===== src/swk_pkg.sv =====
// swk_pkg: shared types, constants and helper functions of the swerve wheel kinematics block
// no dependencies; used by the channel interfaces, swk_cordic and swerve_wheel_kinematics_top
package swk_pkg;

    localparam int CORDIC_STAGES_DEF = 16;
    localparam int ATAN_ENTRIES      = 24;

    // angles in 1/16 degree
    localparam logic [12:0] FULL_TURN    = 13'd5760;
    localparam logic [12:0] HALF_TURN    = 13'd2880;
    localparam logic [12:0] QUARTER_TURN = 13'd1440;
    localparam logic [12:0] ZERO_STEER   = 13'd4320;

    // cordic gain prescale, q1.30
    localparam logic [29:0] CORDIC_K = 30'd652032874;
    // 180 degrees in the internal q.16 degree format
    localparam int          HALF_TURN_Z = 11796480;
    localparam int          ZW          = 27;

    // configuration register indexes
    localparam int          CFG_IDX_W    = 3;
    localparam logic [2:0]  CFG_RADIUS   = 3'd0;
    localparam logic [2:0]  CFG_MOUNT_FL = 3'd1;
    localparam logic [2:0]  CFG_MOUNT_RL = 3'd2;
    localparam logic [2:0]  CFG_MOUNT_FR = 3'd3;
    localparam logic [2:0]  CFG_MOUNT_RR = 3'd4;

    typedef struct packed {
        logic [15:0]        travel_speed;
        logic [12:0]        travel_heading;
        logic signed [15:0] rotation_rate;
        logic [12:0]        robot_facing;
    } t_cmd;

    typedef struct packed {
        logic [15:0] front_left_speed;
        logic [15:0] rear_left_speed;
        logic [15:0] front_right_speed;
        logic [15:0] rear_right_speed;
        logic [12:0] front_left_steer;
        logic [12:0] rear_left_steer;
        logic [12:0] front_right_steer;
        logic [12:0] rear_right_steer;
    } t_res;

    // reduced angle: theta in [-90,90] degrees and a flag to negate the result
    typedef struct packed {
        logic               neg;
        logic signed [12:0] theta;
    } t_ang;

    // arctan(2^-i) in q.16 degrees
    function automatic logic [ZW-1:0] atan_q16(input int unsigned i);
        logic [ZW-1:0] r;
        case (i)
            0:       r = 27'd2949120;
            1:       r = 27'd1740967;
            2:       r = 27'd919879;
            3:       r = 27'd466945;
            4:       r = 27'd234379;
            5:       r = 27'd117304;
            6:       r = 27'd58666;
            7:       r = 27'd29335;
            8:       r = 27'd14668;
            9:       r = 27'd7334;
            10:      r = 27'd3667;
            11:      r = 27'd1833;
            12:      r = 27'd917;
            13:      r = 27'd458;
            14:      r = 27'd229;
            15:      r = 27'd115;
            16:      r = 27'd57;
            17:      r = 27'd29;
            18:      r = 27'd14;
            19:      r = 27'd7;
            20:      r = 27'd4;
            21:      r = 27'd2;
            22:      r = 27'd1;
            default: r = 27'd0;
        endcase
        return r;
    endfunction

    // fold a 13-bit angle into [0,360)
    function automatic logic [12:0] mod_turn(input logic [12:0] a);
        return (a >= FULL_TURN) ? a - FULL_TURN : a;
    endfunction

    // angle in [0,360) to [-90,90] with a negate flag
    function automatic t_ang reduce_turn(input logic [12:0] t);
        logic signed [13:0] s;
        t_ang               r;
        s = (t >= HALF_TURN) ? $signed({1'b0, t}) - 14'sd5760 : $signed({1'b0, t});
        r.neg = 1'b0;
        if (s > 14'sd1440) begin
            s     = s - 14'sd2880;
            r.neg = 1'b1;
        end else if (s < -14'sd1440) begin
            s     = s + 14'sd2880;
            r.neg = 1'b1;
        end
        r.theta = s[12:0];
        return r;
    endfunction

endpackage


===== src/swk_cordic.sv =====
// swk_cordic: fully pipelined cordic, one register stage per iteration
// rotation or vectoring mode; depends on swk_pkg for the arctan table
module swk_cordic #(
    parameter int STAGES = swk_pkg::CORDIC_STAGES_DEF,
    parameter int XW     = 33,
    parameter bit VECTOR = 1'b0
) (
    input  logic                         i_clk,
    input  logic                         i_en,
    input  logic signed [XW-1:0]         i_x,
    input  logic signed [XW-1:0]         i_y,
    input  logic signed [swk_pkg::ZW-1:0] i_z,
    output logic signed [XW-1:0]         o_x,
    output logic signed [XW-1:0]         o_y,
    output logic signed [swk_pkg::ZW-1:0] o_z
);

    logic signed [XW-1:0]          r_x [STAGES];
    logic signed [XW-1:0]          r_y [STAGES];
    logic signed [swk_pkg::ZW-1:0] r_z [STAGES];

    for (genvar k = 0; k < STAGES; k++) begin : g_stage
        localparam logic signed [swk_pkg::ZW-1:0] ATAN = signed'(swk_pkg::atan_q16(k));
        logic signed [XW-1:0]          a_x, a_y, n_x, n_y;
        logic signed [swk_pkg::ZW-1:0] a_z, n_z;
        logic                          dir;

        if (k == 0) begin : g_first
            assign a_x = i_x;
            assign a_y = i_y;
            assign a_z = i_z;
        end else begin : g_next
            assign a_x = r_x[k-1];
            assign a_y = r_y[k-1];
            assign a_z = r_z[k-1];
        end

        // rotate towards z = 0, or towards y = 0 when vectoring
        assign dir = VECTOR ? (a_y < 0) : (a_z >= 0);

        always_comb begin
            if (dir) begin
                n_x = a_x - (a_y >>> k);
                n_y = a_y + (a_x >>> k);
                n_z = a_z - ATAN;
            end else begin
                n_x = a_x + (a_y >>> k);
                n_y = a_y - (a_x >>> k);
                n_z = a_z + ATAN;
            end
        end

        always_ff @(posedge i_clk) begin
            if (i_en) begin
                r_x[k] <= n_x;
                r_y[k] <= n_y;
                r_z[k] <= n_z;
            end
        end
    end

    assign o_x = r_x[STAGES-1];
    assign o_y = r_y[STAGES-1];
    assign o_z = r_z[STAGES-1];

endmodule


===== config.mk =====
export PLATFORM = sky130hd
export DESIGN_NAME = swk_cordic
export DESIGN_NICKNAME = d
export VERILOG_FILES = /design/src/swk_pkg.sv /design/src/swk_cordic.sv
export SDC_FILE = /design/constraint.sdc
export NUM_CORES = 2
export LEC_CHECK = 0
export BUFFER_PORTS_ARGS = -buffer_cell sky130_fd_sc_hd__buf_4
export CORE_ASPECT_RATIO = 1.75
export CORE_MARGIN = 3
export CORE_UTILIZATION = 58
export CTS_CLUSTER_DIAMETER = 40
export DETAILED_ROUTE_END_ITERATION = 16
export PLACE_DENSITY_LB_ADDON = 0.25
export SKIP_LAST_GASP = 1
export SLEW_MARGIN = 0
export SYNTH_ARGS = -nofsm -noshare
export SYNTH_HDL_FRONTEND = slang
export SYNTH_SLANG_ARGS = --single-unit

===== constraint.sdc =====
create_clock -name i_clk -period 11 [get_ports i_clk]
set_clock_uncertainty 0.05 [all_clocks]
set_input_delay 1.1 -clock i_clk [delete_from_list [all_inputs] [get_ports i_clk]]
set_output_delay 1.1 -clock i_clk [all_outputs]
set_load 0.01 [all_outputs]

# == Yosys cells after proc, flatten, opt, wreduce, memory -nomap -nowiden ==
# Memory sizes are Yosys's and may differ from the RTL's.
# Index checks and enable logic that the tools add are counted.
# totals
reg_bits,0
mem_bits_rw,1488
inputBits,95
output_inout_bits,93
wordCells,164
mem_count,3
# classes
n_addsub,95
n_lt_le_gt_ge,16
mux,50
# memory_table
name,words,word_bits,rd,rd_clocked_by_memory_dff,write_ports,line,text
r_x,16,33,16,0,16,swk_cordic.sv:18,logic signed [XW-1:0] r_x [STAGES];
r_y,16,33,16,0,16,swk_cordic.sv:19,logic signed [XW-1:0] r_y [STAGES];
r_z,16,27,16,0,16,swk_cordic.sv:20,logic signed [swk_pkg::ZW-1:0] r_z [STAGES];
# ops
operator,count
2-to-1 mux 33 bit,32
">= comparator 27 x 1 -> 1 bit, second input constant",16
2-to-1 mux 27 bit,16
adder 33 x 18 -> 33 bit,2
adder 33 x 19 -> 33 bit,2
adder 33 x 20 -> 33 bit,2
adder 33 x 21 -> 33 bit,2
adder 33 x 22 -> 33 bit,2
adder 33 x 23 -> 33 bit,2
adder 33 x 24 -> 33 bit,2
adder 33 x 25 -> 33 bit,2
adder 33 x 26 -> 33 bit,2
adder 33 x 27 -> 33 bit,2
adder 33 x 28 -> 33 bit,2
adder 33 x 29 -> 33 bit,2
adder 33 x 30 -> 33 bit,2
adder 33 x 31 -> 33 bit,2
adder 33 x 32 -> 33 bit,2
subtractor 33 x 18 -> 33 bit,2
subtractor 33 x 19 -> 33 bit,2
subtractor 33 x 20 -> 33 bit,2
subtractor 33 x 21 -> 33 bit,2
subtractor 33 x 22 -> 33 bit,2
subtractor 33 x 23 -> 33 bit,2
44 further kinds,55

# == Longest topological paths before layout ==
# logic_depth
ltp_word,2
depth_mapped,22

# == Least setup slack after synthesis ==
# No wires, ideal clock.
# synth_timing
path_kind,register to register
start,memory r_x[8][14] (netlist: r_x[1][14])
end,memory r_y[9][29] (netlist: r_y[1][62]) (data pin)
setup_time_ns,0.263
t_arrival_ns,4.718
required_ns,10.687
slack_ns,5.969
path_stages_with_launch,18
path_buffers,0
synth_period_minus_slack_ns,5.031
path_cell_list,edfxtp_1 -> or4_1 -> or3_1 -> or3_1 -> or2_2 -> or3_1 -> nand2_1 -> xnor2_1 -> ha_1 -> a21o_1 -> a21oi_1 -> or4b_1 -> a31o_2 -> a21oi_2 -> nor3_1 -> or3_1 -> a21oi_1 -> xnor2_1
# synth_rtl
element,line
"start, declared",swk_cordic.sv:18
"end, declared",swk_cordic.sv:19

==> run metrics <==
Setup-failing EPs final=0; GR Util met1=a little over a quarter; # port buffers=approximately 190; max incr delay on CP=between 0.9 and 1 ns; CP Capture Type=register; critical path cell sequence=inv_1 > ha_1 > nand2_1 > o21ai_0 > fa_1 > nor2b_1 > o21a_1 > o21ai_0 > a2111oi_0 > nor3_1 > o31a_1 > o41ai_1 > a211oi_1 > o21a_1 > o21ai_0 > a21oi_1 > xnor2_1; H-tree Lvls=4; fin crit share=approximately 57%; post-CTS sizing=0; Worst path most repeated cell=o21ai_0; post-DP HPWL=~320000 um; Clock transition at path regs=0.07 ns; register-to-register path setup slack=about 4.8 ns; top_reg_cell synth=edfxtp_1; area growth from synthesis to layout=8.49%; Post-Synthesis Cell Area=approximately 130000 um2; max-cap violation count=1; GR Util met3=under 10%; count of pins over their slew limit=4; clock buffer depth=4; die area=about 220000 um2; Yosys reg bits=1487; residual DRC count=0; cells on worst reg2reg path=17; Starting Density=about three fifths; DR vias/cell=between 6 and 7; Post-layout nets=around 15000; Netlist cell types=83; CP max stage cell=a2111oi_0; Total Wirelength=approximately 400000 um; failing checks=max-capacitance violations, max-slew violations; number of enable flip-flop cells after synthesis=1487; number of global-route vias before repair=roughly 110k; DP Worst Slack=~5.1 ns; hold buffers post-CTS=0; CP startpoint kind=register; row cnt=around 230; Fmax achieved=approximately 0.16 GHz; Synth top area share=about a third; largest net degree at the start of global routing=roughly 180; Worst Hold Class=register to register; Worst Max-Slew Pin Slew=approximately 1.5 ns; Die Height=around 630 um; final worst slack=4.78 ns; RSZ-0062 raised after global routing=no; WL per Instance=approximately 24 um; drt pass-1 iters=6; fin cells=16500; Total Routing Usage GR=between 30% and 40%; Num CTS Buffers=between 150 and 200; setup bufs post-CTS=0; Critical Path RT=~12 ns; Clock Root Buffer=clkbuf_16; Routed Antenna Nets=0; io pins=about 190; Hold Path End=r_z[0][162]; share of cells above drive strength 1=4.96%; Mapped Nets=14900; asr flop ratio synth=0%; Die X=around 360 um; busiest layer in global routing=met2; met2 Use GR=between 60% and 70%; Slew HR=-1.43%; final hold violation count=0; final worst path period need=6.22 ns; Syn Area/Cell=about 9.6 um2; DR vias=approximately 100k; clock sink count=approximately 1500; min-delay src=r_z[0][135]; cells after synthesis=13300; sequential share of the synthesized area=35.2%; TritonCTS clock tree=built; most frequent cells in the layout=edfxtp_1, ha_1, xnor2_1; outcome=finished with violations; commonest non-fill, non-tap cell in the layout=edfxtp_1; GRT overflow=0; placed cells=around 16000; initial antenna violation count=13; reg-to-reg endpoint=r_x[1][230]; WP data arrival=slightly below 7 ns; cell taking the most area after synthesis=edfxtp_1; Filler Cell Count=between 15000 and 20000; GP Congestion=between 1 and 1.5; clk_lat worst skew=0.86 ns; Core Area=around 220000 um2; initial DRC count=6043; Crit Path Class=register to register; RR Startpoint=r_y[1][180]; largest fanout on the critical path=3; yosys synthesis warning count=0; global-route wire length before repair=about 600000 um; Synth area leaders=edfxtp_1, ha_1, xnor2_1, xor2_1, a21oi_1; setup_tns=0 ns; Hold Path Cell Cnt=0
==> area by class of cell <==
type                    instances  area, um2  area share [%]
diodes                          5       12.5         0.00908
clock buffers                 203       4720            3.42
clock inverters               125       1200           0.874
inverters                     644       2420            1.75
multi-input cells           10900      79200            57.5
flip-flops and latches       1487      44700            32.4
well taps                    2850       3570            2.59
repair buffers                262       2070            1.50
==> registers in the layout, indices dropped and copies added (netlist names) <==
register	count
r_y	527
r_x	528
r_z	432
==> metal layers <==
metal	vias to the layer above	part of all wire (%)
li1	49700	-
met4	12	12
met2	3269	55
met1	49800	28
met5	-	0.019
met3	1753	4.2
==> cell families after synthesis <==
kind of cell,count (synthesis),synth area share (%)
AO/OA/AOI/OAI,4153,20.8
AND/OR/NAND/NOR,3266,12.5
XOR/XNOR,1976,13.6
adder cells (fa/ha/maj),1511,15.2
flip-flops,1487,35.2
buffers and inverters,857,2.54
multiplexers,30,0.237
==> cells in the mapped netlist (16+ instances only) <==
cell,number
a221oi_1,27
or3_1,123
a31o_2,29
fa_1,49
o31a_1,28
nand2b_1,247
o41ai_1,118
o21a_1,209
nor2_1,877
ha_1,1462
a211o_1,18
o31ai_1,255
nor4_1,57
or4_1,118
nor2b_1,220
mux2i_1,29
clkbuf_1,194
nand3_1,231
a21boi_0,54
a2111oi_0,24
and3_1,102
a221o_1,21
a41oi_1,22
xnor2_1,1303
a31oi_1,115
o21ai_0,924
and2_1,46
inv_1,636
a21oi_1,1177
nor3_1,179
buf_1,16
or2_2,64
xor2_1,673
o211ai_1,55
a21o_1,669
a211oi_1,68
o21bai_1,191
nand4_1,93
edfxtp_1,1487
nand2_1,851
==> critical path, delay by kind of cell (launching register included) <==
family / cells / cell delay (ns)
AO/OA/AOI/OAI: 10 / 3.63
XOR/XNOR: 1 / 0.14
adder cells (fa/ha/maj): 2 / 0.76
buffers and inverters: 1 / 0.17
flip-flops: 1 / 0.77
AND/OR/NAND/NOR: 3 / 0.41
==> worst max-delay path by stage <==
stage,start,end,slack (ns),cells past startpoint
floorplan,r_x[1][14],r_y[1][62],5.97,17
global placement,r_x[1][223],r_y[1][263],5.11,17
detailed placement,r_y[1][147],r_x[1][195],5.06,17
CTS,r_y[1][179],r_x[1][230],5.01,17
global route,r_y[1][147],r_x[1][195],4.66,17
finish,r_y[1][180],r_x[1][230],4.78,17
==> through the flow <==
| stage | area (um2) | hold WS, ns | util, % |
|---|---|---|---|
| 2_1_floorplan | 127000 | 0.350 | - |
| 3_3_place_gp | 132000 | 0.353 | 60.7 |
| 3_5_place_dp | 132000 | 0.355 | 60.7 |
| 4_1_cts | 138000 | 0.342 | 63.4 |
| 5_1_grt | 138000 | 0.364 | 63.5 |
| 6_report | 138000 | 0.365 | 63.5 |
Power is left out: the tool's default activity adds up to more than one toggle a clock period on the data nets, which glitch-free logic cannot reach.
